`src/rtl/qslerp_pkg.sv`:
```
`timescale 1ns / 1ps
// ----------------------------------------------------------------------------
// qslerp_pkg
// Shared types, constants and the CORDIC arctangent table for the quaternion
// slerp pipeline.
// ----------------------------------------------------------------------------
package qslerp_pkg;

    localparam logic [14:0] THR_RESET = 15'd16;
    localparam logic [16:0] ONE_T     = 17'd65536;

    // Input beat: two Q1.15 quaternions and a Q1.16 weight
    typedef struct packed {
        logic signed [15:0] a_x;
        logic signed [15:0] a_y;
        logic signed [15:0] a_z;
        logic signed [15:0] a_w;
        logic signed [15:0] b_x;
        logic signed [15:0] b_y;
        logic signed [15:0] b_z;
        logic signed [15:0] b_w;
        logic        [16:0] weight;
    } in_beat_t;

    // Result beat
    typedef struct packed {
        logic signed [15:0] out_x;
        logic signed [15:0] out_y;
        logic signed [15:0] out_z;
        logic signed [15:0] out_w;
        logic               used_linear;
    } out_beat_t;

    // Per-item context carried alongside the arithmetic units
    typedef struct packed {
        logic [3:0][16:0] qa;      // first quaternion, sign-adjusted, 17 bits
        logic [3:0][15:0] qb;      // second quaternion
        logic [16:0]      t;       // saturated weight
        logic             linear;  // linear blend selected
    } ctx_t;

    // atan(2^-i) in Q30
    localparam logic [29:0] ATAN_Q30 [32] = '{
        30'd843314856, 30'd497837829, 30'd263043836, 30'd133525158, 30'd67021686,
        30'd33543515, 30'd16775850, 30'd8388437, 30'd4194282, 30'd2097149,
        30'd1048575, 30'd524287, 30'd262143, 30'd131071, 30'd65535, 30'd32767,
        30'd16383, 30'd8191, 30'd4095, 30'd2047, 30'd1023, 30'd511, 30'd255,
        30'd127, 30'd63, 30'd31, 30'd15, 30'd7, 30'd3, 30'd1, 30'd0, 30'd0
    };

    // Step angle rounded half up from Q30 to Q frac
    function automatic logic [31:0] step_angle(input int i, input int frac);
        logic [31:0] v;
        int          s;
        v = {2'b00, ATAN_Q30[i[4:0]]};
        s = 30 - frac;
        if (s == 0) begin
            return v;
        end
        return (v + (32'd1 << (s - 1))) >> s;
    endfunction

endpackage

```
`src/rtl/qslerp_isqrt.sv`:
```
`timescale 1ns / 1ps
// ----------------------------------------------------------------------------
// qslerp_isqrt
// Pipelined floor integer square root, one root bit per stage.
// ----------------------------------------------------------------------------
module qslerp_isqrt
    import qslerp_pkg::*;
#(
    parameter int FRAC_BITS = 15
)
(
    input  logic                 aclk,
    input  logic                 aresetn,
    input  logic                 in_valid,
    output logic                 in_ready,
    input  logic [2*FRAC_BITS:0] in_n,
    input  logic [FRAC_BITS:0]   in_d,
    input  ctx_t                 in_ctx,
    output logic                 out_valid,
    input  logic                 out_ready,
    output logic [FRAC_BITS:0]   out_root,
    output logic [FRAC_BITS:0]   out_d,
    output ctx_t                 out_ctx
);

    localparam int NS  = FRAC_BITS + 1;
    localparam int NW  = 2 * FRAC_BITS + 2;
    localparam int RMW = FRAC_BITS + 4;

    logic [NS-1:0]      vld_reg;
    logic [NS:0]        adv;
    logic [NW-1:0]      n_reg    [NS];
    logic [RMW-1:0]     rem_reg  [NS];
    logic [NS-1:0]      root_reg [NS];
    logic [FRAC_BITS:0] d_reg    [NS];
    ctx_t               ctx_reg  [NS];

    assign adv[NS]   = out_ready;
    assign in_ready  = adv[0];
    assign out_valid = vld_reg[NS-1];
    assign out_root  = root_reg[NS-1];
    assign out_d     = d_reg[NS-1];
    assign out_ctx   = ctx_reg[NS-1];

    for (genvar k = 0; k < NS; k++) begin : g_stage
        logic [NW-1:0]      n_in;
        logic [RMW-1:0]     rem_in;
        logic [NS-1:0]      root_in;
        logic [FRAC_BITS:0] d_in;
        ctx_t               ctx_in;
        logic               v_in;
        logic [RMW-1:0]     rem_sh;
        logic [RMW-1:0]     trial;
        logic [RMW-1:0]     rem_next;
        logic [NS-1:0]      root_next;

        assign adv[k] = ~vld_reg[k] | adv[k+1];

        if (k == 0) begin : g_first
            assign n_in    = {1'b0, in_n};
            assign rem_in  = '0;
            assign root_in = '0;
            assign d_in    = in_d;
            assign ctx_in  = in_ctx;
            assign v_in    = in_valid;
        end else begin : g_rest
            assign n_in    = n_reg[k-1];
            assign rem_in  = rem_reg[k-1];
            assign root_in = root_reg[k-1];
            assign d_in    = d_reg[k-1];
            assign ctx_in  = ctx_reg[k-1];
            assign v_in    = vld_reg[k-1];
        end

        always_comb begin
            rem_sh = {rem_in[RMW-3:0], n_in[NW-1:NW-2]};
            trial  = RMW'({root_in, 2'b01});
            if (rem_sh >= trial) begin
                rem_next  = rem_sh - trial;
                root_next = {root_in[NS-2:0], 1'b1};
            end else begin
                rem_next  = rem_sh;
                root_next = {root_in[NS-2:0], 1'b0};
            end
        end

        always_ff @(posedge aclk) begin
            if (!aresetn) begin
                vld_reg[k] <= 1'b0;
            end else if (adv[k]) begin
                vld_reg[k] <= v_in;
            end
        end

        always_ff @(posedge aclk) begin
            if (adv[k]) begin
                n_reg[k]    <= n_in << 2;
                rem_reg[k]  <= rem_next;
                root_reg[k] <= root_next;
                d_reg[k]    <= d_in;
                ctx_reg[k]  <= ctx_in;
            end
        end
    end

endmodule

```
`config.mk`:
```
export PLATFORM = sky130hd
export DESIGN_NAME = qslerp_isqrt
export DESIGN_NICKNAME = d
export VERILOG_FILES = /design/src/rtl/qslerp_pkg.sv /design/src/rtl/qslerp_isqrt.sv
export SDC_FILE = /design/constraint.sdc
export NUM_CORES = 2
export LEC_CHECK = 0
export BUFFER_PORTS_ARGS = -buffer_cell sky130_fd_sc_hd__buf_2
export CAP_MARGIN = 15
export CELL_PAD_IN_SITES_DETAIL_PLACEMENT = 1
export CELL_PAD_IN_SITES_GLOBAL_PLACEMENT = 2
export CORE_ASPECT_RATIO = 1.75
export CORE_UTILIZATION = 34
export DETAILED_ROUTE_END_ITERATION = 12
export MAX_ROUTING_LAYER = met4
export PLACE_DENSITY_LB_ADDON = 0.1
export SYNTH_ARGS = -nofsm -noshare
export SYNTH_HDL_FRONTEND = slang
export SYNTH_SLANG_ARGS = --single-unit
```
`constraint.sdc`:
```
create_clock -name aclk -period 13.5 [get_ports aclk]
set_input_delay 2.7 -clock aclk [delete_from_list [all_inputs] [get_ports aclk]]
set_output_delay 2.7 -clock aclk [all_outputs]
set_load 0.05 [all_outputs]
```
== Word level (Yosys, flattened, before mapping) ==
Memories as Yosys holds them, arrays and structs flattened.
Cells that the tools add are included.
Operators by class
  add/subtract/negate cells: 16
  $lt $le $gt $ge: 16
  muxes and demuxes: 64
  bitwise operators: 32
Operators by type and width (count)
  $mux W19: 16
  $ge A19 B18 Y1: 15
  $sub A19 B18 Y19: 15
  $mux W1: 48
  $not A1 Y1: 16
  $or A1 B1 Y1: 16
  $sub A1 B1 Y2 const B: 1
  $ge A1 B1 Y1 const B: 1
Word-level totals
  flip-flop bits (word level): 16
  memory bits (writable): 3696
  word-level logic and storage cells: 149
  memories kept: 5
Memory list
  ctx_reg: words 16, width 150, read ports 16, clocked after memory_dff 0, write ports 16, line qslerp_isqrt.sv:36  | ctx_t ctx_reg [NS];
  n_reg: words 16, width 30, read ports 15, clocked after memory_dff 0, write ports 16, line qslerp_isqrt.sv:32  | logic [NW-1:0] n_reg [NS];
  rem_reg: words 16, width 19, read ports 15, clocked after memory_dff 0, write ports 16, line qslerp_isqrt.sv:33  | logic [RMW-1:0] rem_reg [NS];
  d_reg: words 16, width 16, read ports 16, clocked after memory_dff 0, write ports 16, line qslerp_isqrt.sv:35  | logic [FRAC_BITS:0] d_reg [NS];
  root_reg: words 16, width 16, read ports 16, clocked after memory_dff 0, write ports 16, line qslerp_isqrt.sv:34  | logic [NS-1:0] root_reg [NS];

== Depth between registers and ports, before layout ==
  word-level depth: 19
  mapped depth: 12

== Worst setup path after synthesis ==
No wires, ideal clock.
  path type: input to output
  start point: in out_ready
  end point: out in_ready
  data arrival time: 11.948 ns
  data required time: 10.800 ns
  slack: -1.148 ns
  stages on the path: 9
  buffers on the path: 1
  cells stage by stage: nand2b_4 nor2_4 inv_2 nor3_2 and3_1 buf_2 and3_1 and2_1 nand3_1
Between the ends
  cells in the longest elaborated chain, start to end: 16
Ends and longest elaborated chain
  start: declaration: line qslerp_isqrt.sv:20  | input logic out_ready,
  $or A1 B1 Y1 (2 in series): line qslerp_isqrt.sv:57  | assign adv[k] = ~vld_reg[k] | adv[k+1];
  named net adv[14]: line qslerp_isqrt.sv:31  | logic [NS:0] adv;
  $or A1 B1 Y1 (14 in series): line qslerp_isqrt.sv:57
  end: declaration: line qslerp_isqrt.sv:15  | output logic in_ready,
The timed path passes the listed nets, and every way through them passes these cells.

== Final worst setup path ==
  start point: in out_ready
  end point: out in_ready
Between the ends
  cells in the longest elaborated chain, start to end: 16
Ends and longest elaborated chain (line)
  $or A1 B1 Y1: qslerp_isqrt.sv:57
  named net adv[15]: qslerp_isqrt.sv:31
  $or A1 B1 Y1: qslerp_isqrt.sv:57
  named net adv[14]: qslerp_isqrt.sv:31
  $or A1 B1 Y1 (14 in series): qslerp_isqrt.sv:57
The timed path passes the listed nets, and every way through them passes these cells.

==> qor.yml <==
rsz0062_at_grt: "no"
worstPathArrival_ns: 7.28
postLayoutSetupSlackWorst_ns: 3.52
hold-path-endpoint: "n_reg[1][29]"
powerDensity_mw_per_mm2: 175
pin_count: 385
synth.distinct_cells: 84
cts_tree: "done"
max_slew_margin_pct: 25.1
groute.usage.overall_pct: 12.1
cts.sinks: 3281
wl_per_cell_um: 19.1
placed_area_mm2: 0.116
die_x_um: 431
final_area_mm2: 0.126
root_buffer: "clkbuf_16"
rrSetupSlack_ns: 7.88
clk_latency_ns: 0.89
fin_crit_ns: 9.98
overflow: 0
reg2reg_to: "n_reg[0][165]"
setup_viol: 0
portBuffers: 384
largest_reg_flops: 2400
ys_ff_latch: 3281
vias_per_cell: 4.24
max-vdd-ir-drop_mv: 0.0949
p_leak_nw: 46.6
synth.area.top_cells: "edfxtp_1, ha_1, buf_4"
yosys.area.top_type: "edfxtp_1"
min_from: "n_reg[0][237]"
dieHeight_um: 753
syn_to_final_growth_pct: 14.9
cpPeakStageDelay_ns: 0.77
run_status: "finished, final reports clean"
hold_path_class: "register to register"
tns_ns: 0
synthArstFlopShare_pct: 0
cp-start-kind: "input pin"
critPathMaxFanout: 54
crit_required_ns: 10.80
critical-path-top-delay-family: "simple AND/OR/NAND/NOR gates"
gp_congestion: 0.769
synth_area_mm2: 0.110
cts_repair_resize_count: 0
num_rows: 275
syn_nets: 5339
post-cts-setup-buffer-count: 0
synthDominantCellAreaShare_pct: 89.5
crit_buf_inv: 3
dieArea_mm2: 0.325
drcViolationCount: 0
grt_pass1_wl_um: 289000
cts_made_buffers: 315
grt_max_degree: 143
skew_ns: 0.0616
initial_utilization_pct: 34.2
postCtsHoldBufs: 0
layout-drive-gt1-share_pct: 16.1
syn_area_per_cell_um2: 22.0
routed_wl_um: 192000
drtIter0Drc: 2116
fin_crit_sh_pct: 74.0
cp_slowest_cell: "nand3_4"
clockBufferDepth: 4
path_cells: "buf_2, nand2b_4, nor2_4, inv_8, nor3_2, and3_1, and3_1, and2_1, nand3_4, buf_2"
cts.htree.levels: 5
final_core_util_pct: 39.3
synth-seq-area-share_pct: 89.7
clk_pin_slew_ns: 0.06
syn_inst: 4986
maxCapViolCount: 0
place_ws_ns: 3.27
max_freq_mhz: 100
grt_pass1_vias: 47000
rr_worst_depth: 10
synth-edff-count: 3265
hold_path_depth: 0
yosysWarnings: 0
synth_flop_cell: "edfxtp_1"
rr_startpoint: "out_valid"
dp_hpwl_um: 125000
core_mm2: 0.321
critPathCaptureType: "primary output"
critical_path_class: "input pin to primary output"
tightest_slew_ns: 1.12
ant_nets: 0
vias: 42700
slew_viol_final: 0
drtPass1Iterations: 6
antenna_found_initial: 17
layout_commonest_cell: "edfxtp_1"
finalHoldViolCount: 0
fin_nets: 5895
mostFrequentLayoutCells: "edfxtp_1, buf_2, clkbuf_16"
[cells in the mapped netlist, types with 7 or more instances]
| cell | n |
|---|---|
| or3_1 | 19 |
| mux2i_1 | 7 |
| or2_2 | 7 |
| buf_4 | 167 |
| nand2b_1 | 33 |
| a21boi_0 | 7 |
| and2_1 | 7 |
| nor2b_1 | 20 |
| a211oi_1 | 13 |
| buf_2 | 14 |
| nand4b_1 | 7 |
| or4_1 | 8 |
| xor2_1 | 79 |
| o21ai_0 | 90 |
| mux2_2 | 18 |
| o31ai_1 | 7 |
| nor2_1 | 170 |
| edfxtp_1 | 3265 |
| nand3_1 | 32 |
| xnor2_1 | 84 |
| a21oi_1 | 151 |
| clkbuf_1 | 7 |
| and3_1 | 14 |
| nor3_1 | 39 |
| ha_1 | 152 |
| nor4_1 | 24 |
| dfxtp_1 | 16 |
| nand2_1 | 126 |
| nand4_1 | 22 |
| inv_1 | 191 |
| o21a_1 | 26 |
| a21o_1 | 36 |
[layout make-up]
| class | count | area [µm²] |
|---|---|---|
| multi-input combinational | 1318 | 9170 |
| tap | 4293 | 5370 |
| sequential | 3281 | 98400 |
| clock buffer | 387 | 8340 |
| antenna | 4 | 10.0 |
| clock inverter | 161 | 1510 |
| inverter | 193 | 769 |
| timing repair buffer | 433 | 2340 |
| fill | 30500 | 195000 |
[through the flow]
stage / hold WS [ns] / power, mW / std cells
6_report: 0.363 / 22.1 / 10100
5_1_grt: 0.355 / 23.0 / 10100
4_1_cts: 0.352 / 22.5 / 10100
3_5_place_dp: 0.405 / 13.8 / 9518
3_3_place_gp: 0.400 / 13.8 / 9518
2_1_floorplan: 0.400 / 13.4 / 4986
[power breakdown]
| part | total, mW | switching (mW) | internal [mW] |
|---|---|---|---|
| Combinational | 1.19 | 0.707 | 0.486 |
| Sequential | 12.4 | 0.343 | 12.0 |
| Clock | 8.51 | 3.64 | 4.87 |
[worst reg2reg max path: stages, from the launching register on]
cell,delay (ns)
dfxtp_1,0.33
nand2b_4,0.43
nor2_4,0.17
inv_8,0.29
nor3_2,0.22
and3_1,0.42
and3_1,0.39
nand2_4,0.59
buf_4,0.58
buf_4,0.71
buf_4,1.01
[worst max path at each step]
| stage | startpoint | end | slack (ns) | depth (start not counted) |
|---|---|---|---|---|
| after global placement | out_ready | in_ready | 3.22 | 10 |
| final | out_ready | in_ready | 3.52 | 10 |
| after floorplan | out_ready | in_ready | 1.10 | 9 |
| after CTS | out_ready | in_ready | 3.27 | 10 |
| after global routing | out_ready | in_ready | 3.18 | 10 |
| after detailed placement | out_ready | in_ready | 3.27 | 10 |
[cells by family after synthesis]
group	synth area share (%)
other cells	0.00342
simple gates	2.62
xor+xnor	1.30
buf+inv	1.95
fa+ha+maj	1.74
compound gates	2.27
mux	0.372
flops	89.7
[layer usage]
layer  up-vias  GRT usage [%]  share of wire (%)
li1      20300              -                  -
met1     21300           13.6                 40
met2       753           21.5                 53
met3       372           2.15                4.0
met4         0           4.15                3.1
met5         -              -                  0
(Power assumes the default switching activity.)
