[src/rtl/qslerp_pkg.sv]
`timescale 1ns / 1ps
// ----------------------------------------------------------------------------
// qslerp_pkg
// Shared types, constants and the CORDIC arctangent table for the quaternion
// slerp pipeline.
// ----------------------------------------------------------------------------
package qslerp_pkg;

    localparam logic [14:0] THR_RESET = 15'd16;
    localparam logic [16:0] ONE_T     = 17'd65536;

    // Input beat: two Q1.15 quaternions and a Q1.16 weight
    typedef struct packed {
        logic signed [15:0] a_x;
        logic signed [15:0] a_y;
        logic signed [15:0] a_z;
        logic signed [15:0] a_w;
        logic signed [15:0] b_x;
        logic signed [15:0] b_y;
        logic signed [15:0] b_z;
        logic signed [15:0] b_w;
        logic        [16:0] weight;
    } in_beat_t;

    // Result beat
    typedef struct packed {
        logic signed [15:0] out_x;
        logic signed [15:0] out_y;
        logic signed [15:0] out_z;
        logic signed [15:0] out_w;
        logic               used_linear;
    } out_beat_t;

    // Per-item context carried alongside the arithmetic units
    typedef struct packed {
        logic [3:0][16:0] qa;      // first quaternion, sign-adjusted, 17 bits
        logic [3:0][15:0] qb;      // second quaternion
        logic [16:0]      t;       // saturated weight
        logic             linear;  // linear blend selected
    } ctx_t;

    // atan(2^-i) in Q30
    localparam logic [29:0] ATAN_Q30 [32] = '{
        30'd843314856, 30'd497837829, 30'd263043836, 30'd133525158, 30'd67021686,
        30'd33543515, 30'd16775850, 30'd8388437, 30'd4194282, 30'd2097149,
        30'd1048575, 30'd524287, 30'd262143, 30'd131071, 30'd65535, 30'd32767,
        30'd16383, 30'd8191, 30'd4095, 30'd2047, 30'd1023, 30'd511, 30'd255,
        30'd127, 30'd63, 30'd31, 30'd15, 30'd7, 30'd3, 30'd1, 30'd0, 30'd0
    };

    // Step angle rounded half up from Q30 to Q frac
    function automatic logic [31:0] step_angle(input int i, input int frac);
        logic [31:0] v;
        int          s;
        v = {2'b00, ATAN_Q30[i[4:0]]};
        s = 30 - frac;
        if (s == 0) begin
            return v;
        end
        return (v + (32'd1 << (s - 1))) >> s;
    endfunction

endpackage

[src/rtl/qslerp_cordic_vec.sv]
`timescale 1ns / 1ps
// ----------------------------------------------------------------------------
// qslerp_cordic_vec
// Vectoring CORDIC, one micro-rotation per stage: angle of (x, y).
// ----------------------------------------------------------------------------
module qslerp_cordic_vec
    import qslerp_pkg::*;
#(
    parameter int FRAC_BITS    = 15,
    parameter int CORDIC_STEPS = 16
)
(
    input  logic                        aclk,
    input  logic                        aresetn,
    input  logic                        in_valid,
    output logic                        in_ready,
    input  logic [FRAC_BITS:0]          in_x,
    input  logic [FRAC_BITS:0]          in_y,
    input  ctx_t                        in_ctx,
    output logic                        out_valid,
    input  logic                        out_ready,
    output logic signed [FRAC_BITS+2:0] out_angle,
    output ctx_t                        out_ctx
);

    localparam int NS = CORDIC_STEPS;
    localparam int SW = FRAC_BITS + 3;

    logic [NS-1:0]        vld_reg;
    logic [NS:0]          adv;
    logic signed [SW-1:0] x_reg   [NS];
    logic signed [SW-1:0] y_reg   [NS];
    logic signed [SW-1:0] z_reg   [NS];
    ctx_t                 ctx_reg [NS];

    assign adv[NS]   = out_ready;
    assign in_ready  = adv[0];
    assign out_valid = vld_reg[NS-1];
    assign out_angle = z_reg[NS-1];
    assign out_ctx   = ctx_reg[NS-1];

    for (genvar k = 0; k < NS; k++) begin : g_stage
        localparam logic signed [SW-1:0] ANG = SW'(step_angle(k, FRAC_BITS));
        logic signed [SW-1:0] x_in;
        logic signed [SW-1:0] y_in;
        logic signed [SW-1:0] z_in;
        ctx_t                 ctx_in;
        logic                 v_in;
        logic signed [SW-1:0] dx;
        logic signed [SW-1:0] dy;

        assign adv[k] = ~vld_reg[k] | adv[k+1];

        if (k == 0) begin : g_first
            assign x_in   = SW'(in_x);
            assign y_in   = SW'(in_y);
            assign z_in   = '0;
            assign ctx_in = in_ctx;
            assign v_in   = in_valid;
        end else begin : g_rest
            assign x_in   = x_reg[k-1];
            assign y_in   = y_reg[k-1];
            assign z_in   = z_reg[k-1];
            assign ctx_in = ctx_reg[k-1];
            assign v_in   = vld_reg[k-1];
        end

        assign dx = y_in >>> k;
        assign dy = x_in >>> k;

        always_ff @(posedge aclk) begin
            if (!aresetn) begin
                vld_reg[k] <= 1'b0;
            end else if (adv[k]) begin
                vld_reg[k] <= v_in;
            end
        end

        always_ff @(posedge aclk) begin
            if (adv[k]) begin
                // rotate toward the x axis
                if (!y_in[SW-1]) begin
                    x_reg[k] <= x_in + dx;
                    y_reg[k] <= y_in - dy;
                    z_reg[k] <= z_in + ANG;
                end else begin
                    x_reg[k] <= x_in - dx;
                    y_reg[k] <= y_in + dy;
                    z_reg[k] <= z_in - ANG;
                end
                ctx_reg[k] <= ctx_in;
            end
        end
    end

endmodule

[config.mk]
export PLATFORM = sky130hd
export DESIGN_NAME = qslerp_cordic_vec
export DESIGN_NICKNAME = d
export VERILOG_FILES = /design/src/rtl/qslerp_pkg.sv /design/src/rtl/qslerp_cordic_vec.sv
export SDC_FILE = /design/constraint.sdc
export NUM_CORES = 2
export LEC_CHECK = 0
export ABC_CLOCK_PERIOD_IN_PS = 21800
export BUFFER_PORTS_ARGS = -buffer_cell sky130_fd_sc_hd__buf_2
export CORE_MARGIN = 2
export CORE_UTILIZATION = 62
export DETAILED_ROUTE_END_ITERATION = 8
export HOLD_SLACK_MARGIN = 0.02
export PLACE_DENSITY = 0.79
export SKIP_LAST_GASP = 1
export SLEW_MARGIN = 40
export SYNTH_ARGS = -nofsm -noshare
export SYNTH_HDL_FRONTEND = slang
export SYNTH_SLANG_ARGS = --single-unit
[constraint.sdc]
create_clock -name aclk -period 21.8 [get_ports aclk]
set_clock_uncertainty 0.2 [all_clocks]
set_input_delay 2.18 -clock aclk [delete_from_list [all_inputs] [get_ports aclk]]
set_output_delay 2.18 -clock aclk [all_outputs]
set_load 0.05 [all_outputs]
After elaboration in Yosys (flattened, before gate mapping)
Memories as Yosys holds them, arrays and structs flattened.
Cells that the tools add are included.
Word-level totals
  flip-flop bits (word level): 16
  bits in latches: 0
  bits in writable memories: 3264
  bits in read-only memories: 0
  bits of input ports: 186
  output and inout port bits: 170
  logic and storage cells: 356
  memories: 4
Cells by class
  $add $sub $neg: 92
  $mul: 0
  divide/modulo/power cells: 0
  magnitude comparators: 0
  equal/unequal tests: 0
  shift-type cells: 0
  multiplexer cells: 167
  bitwise operators: 77
  reduce and logical (&&, ||, !) cells: 0
Memory list
  ctx_reg: depth 16, bits a word 150, read ports 16, clocked after memory_dff 0, wr ports 16, line qslerp_cordic_vec.sv:34  | ctx_t ctx_reg [NS];
  x_reg: depth 16, bits a word 18, read ports 15, clocked after memory_dff 0, wr ports 16, line qslerp_cordic_vec.sv:31  | logic signed [SW-1:0] x_reg [NS];
  y_reg: depth 16, bits a word 18, read ports 15, clocked after memory_dff 0, wr ports 16, line qslerp_cordic_vec.sv:32  | logic signed [SW-1:0] y_reg [NS];
  z_reg: depth 16, bits a word 18, read ports 16, clocked after memory_dff 0, wr ports 16, line qslerp_cordic_vec.sv:33  | logic signed [SW-1:0] z_reg [NS];
Operator list (number)
  2-to-1 mux 18 bit: 45
  2-to-1 mux 1 bit: 122
  bitwise OR 1 bit: 61
  adder 18 x 10 -> 18 bit: 2
  adder 18 x 11 -> 18 bit: 2
  adder 18 x 12 -> 18 bit: 2
  adder 18 x 12 -> 18 bit (second input constant): 2
  adder 18 x 13 -> 18 bit: 2
  adder 18 x 14 -> 18 bit: 2
  adder 18 x 15 -> 18 bit: 2
  adder 18 x 16 -> 18 bit: 2
  adder 18 x 17 -> 18 bit: 2
  adder 18 x 3 -> 18 bit: 2
  adder 18 x 4 -> 18 bit: 2
  adder 18 x 5 -> 18 bit: 2
  adder 18 x 6 -> 18 bit: 2
  adder 18 x 7 -> 18 bit: 2
  adder 18 x 8 -> 18 bit: 2
  adder 18 x 9 -> 18 bit: 2
  subtractor 18 x 10 -> 18 bit: 2
  subtractor 18 x 11 -> 18 bit: 2
  subtractor 18 x 12 -> 18 bit: 2
  subtractor 18 x 12 -> 18 bit (second input constant): 2
  subtractor 18 x 13 -> 18 bit: 2
  40 further kinds: 66

Longest topological paths before layout
  depth in word-level cells: 19
  depth in mapped cells: 21
  depth with buffers taken out: 20

Least setup slack after synthesis
OpenSTA, ideal clock, no wires.
  path type: input to register
  start point: input port out_ready
  end point: memory y_reg[1][34] (netlist bit), data pin
  library setup time: 258 ps
  arrival: 16187 ps
  required time: 21342 ps
  path slack: 5156 ps
  stages: 19
  path through: and3b_1 > inv_1 > nor2_1 > nand2_1 > nor2_1 > inv_1 > nand2_1 > clkinv_1 > nor2_1 > xor2_1 > ha_1 > a21o_1 > a21o_1 > a21oi_1 > o21ai_0 > a2111oi_0 > o21bai_1 > a21oi_1 > xnor2_1
RTL lines
  from (decl): line qslerp_cordic_vec.sv:21  | input logic out_ready,
  to (decl): line qslerp_cordic_vec.sv:32

==> reports/qor.yml <==
placement:
  gp_congestion: 0.9203
  dp_hpwl_um: 181200
  io_buffer_count: 354
  placedCellCount: 11224
  post-place-ws_ns: 11.89
logic_synthesis:
  synth_cells: 8241
  ys_types: 80
  ys_seq_area_share_pct: 72.33
  synth_fa_ha_area_share_pct: 7.311
  synth_area_um2: 130300
  yosys-top-cells-count: "3128 x edfxtp_1, 699 x ha_1, 528 x xnor2_1"
  yosys_warnings: 0
  synthXorXnorAreaFrac_pct: 5.109
  async_flop_share_pct: 0
  yosysTopAreaCellShare_pct: 72.09
  synth_largest_area_cell: "edfxtp_1"
  ys_seq_elements: 3144
  synth_edf_count: 3128
  muxShareOfSynthArea_pct: 0.2900
  avgSynthCellArea_um2: 15.81
  synth_top_family_by_area: "adder cells"
  synth_compound_area_share_pct: 7.142
  synth.most_common_cell: "edfxtp_1"
  synthFlopType: "edfxtp_1"
  synth.area.top_cells: "edfxtp_1 72%, ha_1 6.7%, xnor2_1 3.5%"
  synth_simple_gate_area_share_pct: 5.727
  synth_nets: 9165
clock_tree:
  cts_root_buffer: "clkbuf_16"
  ctsHoldBuffers: 0
  clock-sinks: 3144
  clkLatencyLatePin_ns: 0.99
  cts_tree: "yes"
  post_cts_buffers: 0
  clockBufferDepth: 4
  clk_pin_slew_ns: 0.07
  cts-resized-gates: 0
  cts_buffers: 319
  htreeDepth: 5
drt:
  route.detailed.drc: 0
  routed_wl_um: 287300
  drtPass1Iterations: 6
  drtIter0Drc: 6869
  vias: 70360
  wl_per_cell_um: 24.36
  final_antenna_net_count: 0
  viasPerCell: 5.965
worst_hold_path:
  whs_path_depth: 0
  worst_hold_startpoint: "ctx_reg[0][360]$_DFFE_PP_"
  min_path_type: "reg -> reg"
  hold_end: "ctx_reg[0][510]$_DFFE_PP_"
outcome:
  status: "finished, final reports clean"
timing:
  tightest_slew_ns: 0.8895
  rsz0062_at_grt: "no"
  max_freq_mhz: 110.8
  setup_viol: 0
  setup_tns_ns: 0
  fin_ws_ns: 12.78
  hold_viol: 0
  drv_slew: 0
  slew_headroom_pct: 40.70
  min_period_ns: 9.022
  finalCritPeriodShare_pct: 41.38
pwr:
  ir_drop_mv: 0.1333
  power-per-cell-area_nw_per_um2: 171.2
  p_leak_nw: 56.33
global_routing:
  gr-total-overflow: 0
  grt_max_degree: 86
  grt_pass1_vias: 71379
  grt_usage_pct: 26.77
  grt_pass1_wl_um: 432800
  antenna_found_initial: 22
floorplan:
  fp.coreArea_um2: 209200
  die_h_um: 462.4
  io_pins: 356
  die-area_um2: 213800
  dieWidth_um: 462.4
  start_util_pct: 62.30
  row_count: 168
finish:
  area_growth_pct: 11.17
  final_layout_size_suffix_gt1_share_pct: 10.38
  finalNonFillerCells: 11796
  fill_cells: 13081
  largest_reg_flops: 2400
  multiInputGateArea_um2: 33440
  regArea_um2: 94250
  final_nets: 9666
critical_path:
  cp_max_fo: 81
  worstReg2RegStart: "g_stage[13].v_in$_SDFFE_PN0P_"
  cp.required_ns: 22.22
  crit_arrival_ns: 9.44
  cp-start-kind: "primary input"
  r2r_cells: 20
  rrSetupSlack_ns: 13.66
  reg2reg_to: "y_reg[0][71]$_DFFE_PP_"
  cp-end-kind: "flip-flop"
  critPathKind: "in -> reg"
run:
  drv_cap: 0
==> cell families (layout without fill, tap and decap cells) <==
family,count (synthesis),count (layout)
fa+ha+maj,738,738
compound gates,1445,1445
other cells,1,14
simple gates,1550,1550
buf+inv,566,1303
xor+xnor,760,760
flops,3144,3144
mux,37,37
==> worst max-delay path by stage <==
stage,start,to,slack (ns),cells after the start
6_report,out_ready,y_reg[0][71]$_DFFE_PP_,12.78,22
5_1_grt,out_ready,y_reg[0][71]$_DFFE_PP_,12.29,22
4_1_cts,out_ready,y_reg[0][71]$_DFFE_PP_,12.79,22
3_5_place_dp,out_ready,y_reg[0][71]$_DFFE_PP_,11.89,22
3_3_place_gp,out_ready,x_reg[0][70]$_DFFE_PP_,12.02,22
2_1_floorplan,out_ready,y_reg[1][34]$_DFFE_PP_,5.16,19
==> stage by stage <==
step                      power (W)  hold WS [ns]  util (%)  instance area [um2]
after floorplan             0.01678        0.2003         -               130300
after global placement      0.01881        0.2003     64.38               134600
after detailed placement    0.01916        0.2045     64.43               134800
after CTS                   0.02480        0.1545     69.21               144800
after global routing        0.02629        0.1673     69.25               144800
final                       0.02479        0.1503     69.26               144800
==> placed cells by master, fill, tap and decap left out, drive strengths merged, types with 101 or more instances in the layout <==
| master | n |
|---|---|
| nor2 | 391 |
| o21ai | 311 |
| buf | 408 |
| a21oi | 407 |
| edfxtp | 3128 |
| clkbuf | 378 |
| nand3 | 124 |
| a21o | 122 |
| ha | 699 |
| inv | 333 |
| xor2 | 232 |
| nand2 | 411 |
| xnor2 | 528 |
| o31ai | 101 |
| clkinv | 144 |
| nor3 | 176 |
==> routing by layer <==
metal	wire length [um]	GRT usage, %	vias to the layer above
met2	149800	47.87	3031
met3	17060	4.013	806
li1	-	-	32218
met4	15290	12.73	0
met5	0	0	-
met1	105200	31.78	34305
==> critical path: stages <==
cell and delay, ns:
buf_2 0.11, and3b_1 0.35, inv_6 0.20, nor4_4 0.29
buf_4 0.31, and4_1 0.70, and3_1 0.72, inv_8 0.41
nand2_1 0.36, buf_4 0.38, clkinv_1 0.62, nor2_1 0.31
xor2_1 0.21, ha_1 0.31, o21a_1 0.22, a21oi_1 0.23
o2bb2ai_1 0.21, o21ai_0 0.24, nor4_1 0.36, o31ai_1 0.17
o41ai_1 0.33, xnor2_1 0.12
==> area by class of cell <==
| class | count | area share, % |
|---|---|---|
| Sequential cell | 3144 | 65.07 |
| Multi-Input combinational cell | 4531 | 23.08 |
| Clock buffer | 377 | 5.749 |
| Tap cell | 2805 | 2.423 |
| Timing Repair Buffer | 409 | 1.597 |
| Clock inverter | 180 | 1.148 |
| Inverter | 337 | 0.9070 |
| Antenna cell | 13 | 0.02246 |
==> power breakdown <==
part           total, W  internal, W  switching [W]  leakage (nW)
logic            0.0101      0.00436        0.00574          18.2
clock network   0.00537      0.00307        0.00230          4.88
registers       0.00932      0.00845       0.000869          33.2
(Power assumes the default switching activity.)
