[src/rtl/qslerp_pkg.sv]
`timescale 1ns / 1ps
// ----------------------------------------------------------------------------
// qslerp_pkg
// Shared types, constants and the CORDIC arctangent table for the quaternion
// slerp pipeline.
// ----------------------------------------------------------------------------
package qslerp_pkg;

    localparam logic [14:0] THR_RESET = 15'd16;
    localparam logic [16:0] ONE_T     = 17'd65536;

    // Input beat: two Q1.15 quaternions and a Q1.16 weight
    typedef struct packed {
        logic signed [15:0] a_x;
        logic signed [15:0] a_y;
        logic signed [15:0] a_z;
        logic signed [15:0] a_w;
        logic signed [15:0] b_x;
        logic signed [15:0] b_y;
        logic signed [15:0] b_z;
        logic signed [15:0] b_w;
        logic        [16:0] weight;
    } in_beat_t;

    // Result beat
    typedef struct packed {
        logic signed [15:0] out_x;
        logic signed [15:0] out_y;
        logic signed [15:0] out_z;
        logic signed [15:0] out_w;
        logic               used_linear;
    } out_beat_t;

    // Per-item context carried alongside the arithmetic units
    typedef struct packed {
        logic [3:0][16:0] qa;      // first quaternion, sign-adjusted, 17 bits
        logic [3:0][15:0] qb;      // second quaternion
        logic [16:0]      t;       // saturated weight
        logic             linear;  // linear blend selected
    } ctx_t;

    // atan(2^-i) in Q30
    localparam logic [29:0] ATAN_Q30 [32] = '{
        30'd843314856, 30'd497837829, 30'd263043836, 30'd133525158, 30'd67021686,
        30'd33543515, 30'd16775850, 30'd8388437, 30'd4194282, 30'd2097149,
        30'd1048575, 30'd524287, 30'd262143, 30'd131071, 30'd65535, 30'd32767,
        30'd16383, 30'd8191, 30'd4095, 30'd2047, 30'd1023, 30'd511, 30'd255,
        30'd127, 30'd63, 30'd31, 30'd15, 30'd7, 30'd3, 30'd1, 30'd0, 30'd0
    };

    // Step angle rounded half up from Q30 to Q frac
    function automatic logic [31:0] step_angle(input int i, input int frac);
        logic [31:0] v;
        int          s;
        v = {2'b00, ATAN_Q30[i[4:0]]};
        s = 30 - frac;
        if (s == 0) begin
            return v;
        end
        return (v + (32'd1 << (s - 1))) >> s;
    endfunction

endpackage

[src/rtl/qslerp_div.sv]
`timescale 1ns / 1ps
// ----------------------------------------------------------------------------
// qslerp_div
// Two-lane pipelined restoring divider for the slerp weights:
// w = clamp(num * 2^F / den, 0, one), one quotient bit per stage.
// ----------------------------------------------------------------------------
module qslerp_div
    import qslerp_pkg::*;
#(
    parameter int FRAC_BITS = 15
)
(
    input  logic                        aclk,
    input  logic                        aresetn,
    input  logic                        in_valid,
    output logic                        in_ready,
    input  logic signed [FRAC_BITS+2:0] in_num [2],
    input  logic signed [FRAC_BITS+2:0] in_den,
    input  ctx_t                        in_ctx,
    output logic                        out_valid,
    input  logic                        out_ready,
    output logic [FRAC_BITS:0]          out_w [2],
    output ctx_t                        out_ctx
);

    localparam int NS = FRAC_BITS + 2;
    localparam int SW = FRAC_BITS + 3;
    localparam int RW = 2 * FRAC_BITS + 4;
    localparam int UW = SW - 1;
    localparam logic [FRAC_BITS:0] ONE = (FRAC_BITS+1)'(1) << FRAC_BITS;

    logic [NS-1:0]  vld_reg;
    logic [NS:0]    adv;
    logic [RW-1:0]  rem_reg  [NS][2];
    logic [NS-1:0]  q_reg    [NS][2];
    logic [1:0]     zero_reg [NS];
    logic [1:0]     over_reg [NS];
    logic [UW-1:0]  den_reg  [NS];
    ctx_t           ctx_reg  [NS];

    assign adv[NS]   = out_ready;
    assign in_ready  = adv[0];
    assign out_valid = vld_reg[NS-1];
    assign out_ctx   = ctx_reg[NS-1];

    always_comb begin
        for (int l = 0; l < 2; l++) begin
            if (zero_reg[NS-1][l]) begin
                out_w[l] = '0;
            end else if (over_reg[NS-1][l] || q_reg[NS-1][l] > NS'(ONE)) begin
                out_w[l] = ONE;
            end else begin
                out_w[l] = q_reg[NS-1][l][FRAC_BITS:0];
            end
        end
    end

    for (genvar k = 0; k < NS; k++) begin : g_stage
        logic [RW-1:0] rem_in [2];
        logic [NS-1:0] q_in   [2];
        logic [1:0]    zero_in;
        logic [1:0]    over_in;
        logic [UW-1:0] den_in;
        ctx_t          ctx_in;
        logic          v_in;
        logic [RW-1:0] dsh;

        assign adv[k] = ~vld_reg[k] | adv[k+1];

        if (k == 0) begin : g_first
            always_comb begin
                den_in = in_den[UW-1:0];
                for (int l = 0; l < 2; l++) begin
                    // non-positive numerator gives a zero weight
                    zero_in[l] = in_num[l][SW-1] || (in_num[l] == '0);
                    // quotient beyond the stage count saturates
                    over_in[l] = (UW+2)'(in_num[l][UW-1:0]) >= ((UW+2)'(den_in) << 2);
                    rem_in[l]  = RW'(in_num[l][UW-1:0]) << FRAC_BITS;
                    q_in[l]    = '0;
                end
            end
            assign ctx_in = in_ctx;
            assign v_in   = in_valid;
        end else begin : g_rest
            assign rem_in  = rem_reg[k-1];
            assign q_in    = q_reg[k-1];
            assign zero_in = zero_reg[k-1];
            assign over_in = over_reg[k-1];
            assign den_in  = den_reg[k-1];
            assign ctx_in  = ctx_reg[k-1];
            assign v_in    = vld_reg[k-1];
        end

        assign dsh = RW'(den_in) << (NS - 1 - k);

        always_ff @(posedge aclk) begin
            if (!aresetn) begin
                vld_reg[k] <= 1'b0;
            end else if (adv[k]) begin
                vld_reg[k] <= v_in;
            end
        end

        always_ff @(posedge aclk) begin
            if (adv[k]) begin
                for (int l = 0; l < 2; l++) begin
                    if (rem_in[l] >= dsh) begin
                        rem_reg[k][l] <= rem_in[l] - dsh;
                        q_reg[k][l]   <= q_in[l] | (NS'(1) << (NS - 1 - k));
                    end else begin
                        rem_reg[k][l] <= rem_in[l];
                        q_reg[k][l]   <= q_in[l];
                    end
                end
                zero_reg[k] <= zero_in;
                over_reg[k] <= over_in;
                den_reg[k]  <= den_in;
                ctx_reg[k]  <= ctx_in;
            end
        end
    end

endmodule

[config.mk]
export PLATFORM = sky130hd
export DESIGN_NAME = qslerp_div
export DESIGN_NICKNAME = d
export VERILOG_FILES = /design/src/rtl/qslerp_pkg.sv /design/src/rtl/qslerp_div.sv
export SDC_FILE = /design/constraint.sdc
export NUM_CORES = 2
export LEC_CHECK = 0
export BUFFER_PORTS_ARGS = -buffer_cell sky130_fd_sc_hd__buf_2
export CORE_MARGIN = 1
export CORE_UTILIZATION = 55
export DETAILED_ROUTE_END_ITERATION = 10
export PLACE_DENSITY = 0.71
export SLEW_MARGIN = 20
export SYNTH_ARGS = -nofsm -noshare
export SYNTH_HDL_FRONTEND = slang
export SYNTH_MEMORY_MAX_BITS = 65536
export SYNTH_SLANG_ARGS = --single-unit
[constraint.sdc]
create_clock -name aclk -period 33 [get_ports aclk]
set_input_delay 3.3 -clock aclk [delete_from_list [all_inputs] [get_ports aclk]]
set_output_delay 3.3 -clock aclk [all_outputs]
set_load 0.03 [all_outputs]
# Yosys cells after proc, flatten, opt, wreduce, memory -nomap -nowiden

Memories as Yosys holds them, arrays and structs flattened.
Index checks and enable logic that the tools add are counted.

Input bits: 208
Logic and storage cells: 513
Register bits: 17
Bits in read-only memories: 0
Latch bits: 0
Output and inout port bits: 184
Memories: 6
Memory bits (writable): 4641

Memory list:

| name     | words | width | read ports | clocked after memory_dff | write ports | RTL line         | RTL |
|---|---|---|---|---|---|---|---|
| ctx_reg  | 17    | 150   | 17         | 0                        | 17          | qslerp_div.sv:39 | `ctx_t ctx_reg [NS];` |
| rem_reg  | 17    | 68    | 16         | 0                        | 17          | qslerp_div.sv:34 | `logic [RW-1:0] rem_reg [NS][2];` |
| q_reg    | 17    | 34    | 17         | 0                        | 17          | qslerp_div.sv:35 | `logic [NS-1:0] q_reg [NS][2];` |
| den_reg  | 17    | 17    | 16         | 0                        | 17          | qslerp_div.sv:38 | `logic [UW-1:0] den_reg [NS];` |
| over_reg | 17    | 2     | 17         | 0                        | 17          | qslerp_div.sv:37 | `logic [1:0] over_reg [NS];` |
| zero_reg | 17    | 2     | 17         | 0                        | 17          | qslerp_div.sv:36 | `logic [1:0] zero_reg [NS];` |

Divide/modulo/power cells: 0
Muxes and demuxes: 310
Bitwise logic cells: 102
$mul: 0
$lt $le $gt $ge: 38
Reductions and logical operators: 6
Equal/unequal tests: 0
Add/sub/neg operators: 34
Shifts and indexed selects: 0

Operators with widths:

| kind                                             | count |
|---|---|
| 34-bit two-way mux                               | 34 |
| 17-bit two-way mux                               | 34 |
| 1-bit two-way mux                                | 238 |
| 1-bit bitwise OR                                 | 85 |
| 34-bit by 17-bit >= comparator with 1-bit output | 2 |
| 34-bit by 18-bit >= comparator with 1-bit output | 2 |
| 34-bit by 19-bit >= comparator with 1-bit output | 2 |
| 34-bit by 20-bit >= comparator with 1-bit output | 2 |
| 34-bit by 21-bit >= comparator with 1-bit output | 2 |
| 34-bit by 22-bit >= comparator with 1-bit output | 2 |
| 34-bit by 23-bit >= comparator with 1-bit output | 2 |
| 34-bit by 24-bit >= comparator with 1-bit output | 2 |
| 34-bit by 25-bit >= comparator with 1-bit output | 2 |
| 34-bit by 26-bit >= comparator with 1-bit output | 2 |
| 34-bit by 27-bit >= comparator with 1-bit output | 2 |
| 34-bit by 28-bit >= comparator with 1-bit output | 2 |
| 34-bit by 29-bit >= comparator with 1-bit output | 2 |
| 34-bit by 30-bit >= comparator with 1-bit output | 2 |
| 34-bit by 31-bit >= comparator with 1-bit output | 2 |
| 34-bit by 32-bit >= comparator with 1-bit output | 2 |
| 32-bit by 33-bit subtractor with 34-bit output   | 2 |
| 34-bit by 17-bit subtractor with 34-bit output   | 2 |
| 34-bit by 18-bit subtractor with 34-bit output   | 2 |
| 34-bit by 19-bit subtractor with 34-bit output   | 2 |
| other kinds (20)                                 | 59 |

# Logic depth before layout (Yosys ltp)

Word-level depth: 21
Depth in mapped cells: 14
Gate-level depth less buffers: 12

# Worst setup path before layout

OpenSTA, ideal clock, no wires.

Path type: in2reg
Start point: input out_ready
End point: memory rem_reg[5][59] (netlist bit) (data pin)
Arrival: 18826 ps
Path buffers: 2
Data required time: 32740 ps
Stages on the path: 10
Setup time: 260 ps
Path slack: 13914 ps
Cells stage by stage: and4b_1 buf_2 inv_2 nor3_2 nand2_1 or2_1 o2111a_1 o311ai_1 clkbuf_1 mux2_2

RTL lines:

| what               | RTL line         | RTL |
|---|---|---|
| start: declaration | qslerp_div.sv:21 | `input logic out_ready,` |
| end: declaration   | qslerp_div.sv:34 |  |

# Worst setup path after layout

Start point: input out_ready
End point: output in_ready

Cells in the longest elaborated chain, start to end: 17

Ends and longest elaborated chain:

| what                            | RTL line         | RTL |
|---|---|---|
| 1-bit bitwise OR (3 in series)  | qslerp_div.sv:68 | `assign adv[k] = ~vld_reg[k] \| adv[k+1];` |
| named net adv[14]               | qslerp_div.sv:33 | `logic [NS:0] adv;` |
| 1-bit bitwise OR (14 in series) | qslerp_div.sv:68 |  |
| end: declaration                | qslerp_div.sv:16 | `output logic in_ready,` |

The timed path passes the listed nets, and every way through them passes these cells.

==> flow_metrics.env <==
export IMPL_post_route_drc_count=0
export IMPL_synthesis_instances=10200
export IMPL_antenna_left=0
export IMPL_sequential_to_total_area_share_from_yosys_stat=0.749
export IMPL_post_layout_nonfiller_instances=15000
export IMPL_synthArstFlopShare=0
export IMPL_vias_per_cell=5.66
export IMPL_worst_hold_path_startpoint="ctx_reg[0][32]$_DFFE_PP_"
export IMPL_tritoncts_num_sinks=4031
export IMPL_synth_ff_type="sky130_fd_sc_hd__edfxtp_1"
export IMPL_yosys_top_cells_count="4014 x sky130_fd_sc_hd__edfxtp_1, 604 x sky130_fd_sc_hd__ha_1, 588 x sky130_fd_sc_hd__nand2_1, 536 x sky130_fd_sc_hd__nor2_1, 498 x sky130_fd_sc_hd__o21ai_0"
export IMPL_fin_nets=11600
export IMPL_clkTransAtPathRegs_ps=60
export IMPL_crit_path_max_incr_delay_ps=750
export IMPL_synthToLayoutAreaGrowth_pct=11.8
export IMPL_setup_worst_path_start="out_ready"
export IMPL_gp_congestion=0.924
export IMPL_drt_iter0_drc=6770
export IMPL_rsz0062_at_grt="no"
export IMPL_path_cells="buf_2 > and4b_1 > inv_8 > nor4_4 > buf_4 > and3_1 > and2_1 > nand2_4 > buf_2"
export IMPL_cts_repair_resized=0
export IMPL_rr_endpoint="ctx_reg[0][20]$_DFFE_PP_"
export IMPL_synth_warning_count=0
export IMPL_hold_end="ctx_reg[0][182]$_DFFE_PP_"
export IMPL_area_of_placed_instances_um2=168000
export IMPL_r2r_slack_ps=26760
export IMPL_clock_skew_final_ps=120
export IMPL_grt_antenna_before_repair=31
export IMPL_grt_overflow_total=0
export IMPL_initial_utilization=0.554
export IMPL_grt_first_pass_wirelength_mm=544
export IMPL_drive_gt1_frac=0.115
export IMPL_cts_setup_buffers=0
export IMPL_synth_fp_nets=11000
export IMPL_fin_setup_tns_ps=0
export IMPL_worst_hold_path_num_cells=0
export IMPL_end_kind="output port"
export IMPL_die_area_um2=296000
export IMPL_synth_area_leader_cell="sky130_fd_sc_hd__edfxtp_1"
export IMPL_inserted_clock_buffers=388
export IMPL_critical_path_slowest_cell="sky130_fd_sc_hd__and4b_1"
export IMPL_timing_max_cap_violations=0
export IMPL_grt_start_max_net_pins=138
export IMPL_synthDistinctLibCells=101
export IMPL_die_width_um=544
export IMPL_floorplan_rows=198
export IMPL_detailedPlace_worstSlack_ps=22100
export IMPL_clk_latency_ps=990
export IMPL_holdCritPathClass="flop to flop"
export IMPL_vdd_ir_drop_max_mv=0.0801
export IMPL_layout_filler_cells=20900
export IMPL_slew_limit_headroom=0.169
export IMPL_largest_reg_flops=2550
export IMPL_critPathBufInv=4
export IMPL_clock_root_buffer="sky130_fd_sc_hd__clkbuf_16"
export IMPL_synth_avg_cell_area_um2=15.9
export IMPL_core_area_um2=292000
export IMPL_finalCritPeriodShare=0.327
export IMPL_routed_wire_length_per_instance_um=25.0
export IMPL_synth_top_cell_area_share=0.746
export IMPL_crit_path_max_fanout=97
export IMPL_timing_worst_setup_path_type="primary input to output port"
export IMPL_total_leakage_power_nw=68.4
export IMPL_design_portCount=392
export IMPL_place_inst=14300
export IMPL_synth_seq_cells=4031
export IMPL_cts_hold_buffers_added=0
export IMPL_first_global_vias=85000
export IMPL_status="complete, no violations"
export IMPL_dieHeight_um=544
export IMPL_maximum_number_of_buffers_from_clock_root_to_sink=4
export IMPL_worst_r2r_path_depth=11
export IMPL_synth_top_cells_by_area="sky130_fd_sc_hd__edfxtp_1 75%, sky130_fd_sc_hd__ha_1 4.7%, sky130_fd_sc_hd__xnor2_1 1.9%, sky130_fd_sc_hd__xor2_1 1.6%, sky130_fd_sc_hd__o21ai_0 1.5%"
export IMPL_hpwlAfterDp_mm=261
export IMPL_max_freq_mhz=92.6
export IMPL_data_required_time_of_the_critical_path_ps=29700
export IMPL_power_per_cell_area_nw_per_um2=84.1
export IMPL_cts_tree="yes"
export IMPL_startpoint_type="primary input"
export IMPL_setup_violations=0
export IMPL_drv_slew=0
export IMPL_finalWirelength_mm=375
export IMPL_post_route_worst_setup_slack_ps=22210
export IMPL_finalInstanceArea_um2=180000
export IMPL_hold_viol_final=0
export IMPL_worst_endpoint_arrival_ps=7490
export IMPL_synth_most_common_cell="sky130_fd_sc_hd__edfxtp_1"
export IMPL_syn_area_um2=161000
export IMPL_vias=84800
export IMPL_count_of_flip_flops_with_a_built_in_enable_after_synthesis=4014
export IMPL_grt_total_usage=0.251
export IMPL_crit_path_frequent_cell="sky130_fd_sc_hd__buf_2"
export IMPL_port_buffers=390
export IMPL_htree_num_levels=5
export IMPL_critPathTopFamily="simple AND/OR/NAND/NOR gates"
export IMPL_worst_hold_slack_ps=357
export IMPL_post_layout_minimum_cycle_time_ps=10790
export IMPL_rr_startpoint="g_stage[16].v_in$_SDFFE_PN0P_"
export IMPL_first_pass_iters=6
export IMPL_tightestPinTransition_ps=1250
## power by group
| part | total, W | internal (W) | leakage (nW) | switching, W |
|---|---|---|---|---|
| logic | 0.00349 | 0.00147 | 19.9 | 0.00202 |
| registers | 0.00724 | 0.00665 | 42.2 | 0.000589 |
| clock network | 0.00445 | 0.00252 | 6.21 | 0.00193 |
| total | 0.0152 | 0.0106 | 68.4 | 0.00454 |
## cell families (layout without fill, tap and decap cells)
family                   after synthesis  count (layout)  share of synthesized area
AO/OA/AOI/OAI                       1747            1747                     0.0673
XOR/XNOR                             653             653                     0.0354
adder cells (fa/ha/maj)              636             636                     0.0508
buffers and inverters                774            1676                     0.0218
flip-flops                          4031            4031                      0.749
multiplexers                         127             127                    0.00882
other                                  0               8                          0
AND/OR/NAND/NOR                     2204            2204                     0.0675
## stage by stage
step | total power [W] | utilization
6_report | 0.0152 | 0.619
5_1_grt | 0.0159 | 0.619
4_1_cts | 0.0153 | 0.619
3_5_place_dp | 0.0108 | 0.575
3_3_place_gp | 0.0107 | 0.575
2_1_floorplan | 0.00960 | -
## routing by layer
| metal | track usage | share of wire | up-vias | wire [um] |
|---|---|---|---|---|
| li1 | - | - | 39600 | - |
| met1 | 0.317 | 0.40 | 42000 | 150000 |
| met2 | 0.449 | 0.52 | 2553 | 194000 |
| met3 | 0.0291 | 0.047 | 587 | 17500 |
| met4 | 0.0881 | 0.036 | 2 | 13700 |
| met5 | 0 | 0.000035 | - | 13 |
## final cells by class
cell class	count	area (um^2)	area share
inverter	491	1910	0.0106
tap	3900	4880	0.0270
antenna	8	20.0	0.000111
timing repair buffer	477	2700	0.0149
clock buffer	469	10100	0.0560
sequential	4031	121000	0.670
clock inverter	239	2690	0.0149
multi-input combinational	5367	37300	0.207
## cells in the final DEF (no fill, tap or decap), drive strengths merged, types with 118 or more instances in the layout
| master | Yosys | routed |
|---|---|---|
| inv | 490 | 500 |
| nor2 | 537 | 537 |
| edfxtp | 4014 | 4014 |
| clkinv | 1 | 176 |
| a21o | 173 | 173 |
| mux2 | 120 | 120 |
| nor2b | 118 | 118 |
| nand3 | 125 | 125 |
| clkbuf | 114 | 469 |
| xor2 | 297 | 297 |
| xnor2 | 356 | 356 |
| ha | 604 | 604 |
| o21ai | 502 | 502 |
| nor3 | 170 | 170 |
| buf | 169 | 477 |
| a21oi | 495 | 495 |
| nand2 | 588 | 588 |
## worst reg2reg max path: cells and delay by family, from the launching register on
family | cells | cell delay [ps]
buffers and inverters | 6 | 3250
DFF | 1 | 360
and+or+nand+nor | 5 | 2180
## worst max-delay path by stage
stage                                    end  slack [ps]  cells after the start
floorplan           rem_reg[5][59]$_DFFE_PP_       13910                     10
global placement                    in_ready       22200                      9
detailed placement                  in_ready       22100                      9
CTS                                 in_ready       22090                      9
global route                        in_ready       22020                      9
finish                              in_ready       22210                      9
Power figures use the tool's default switching activity.
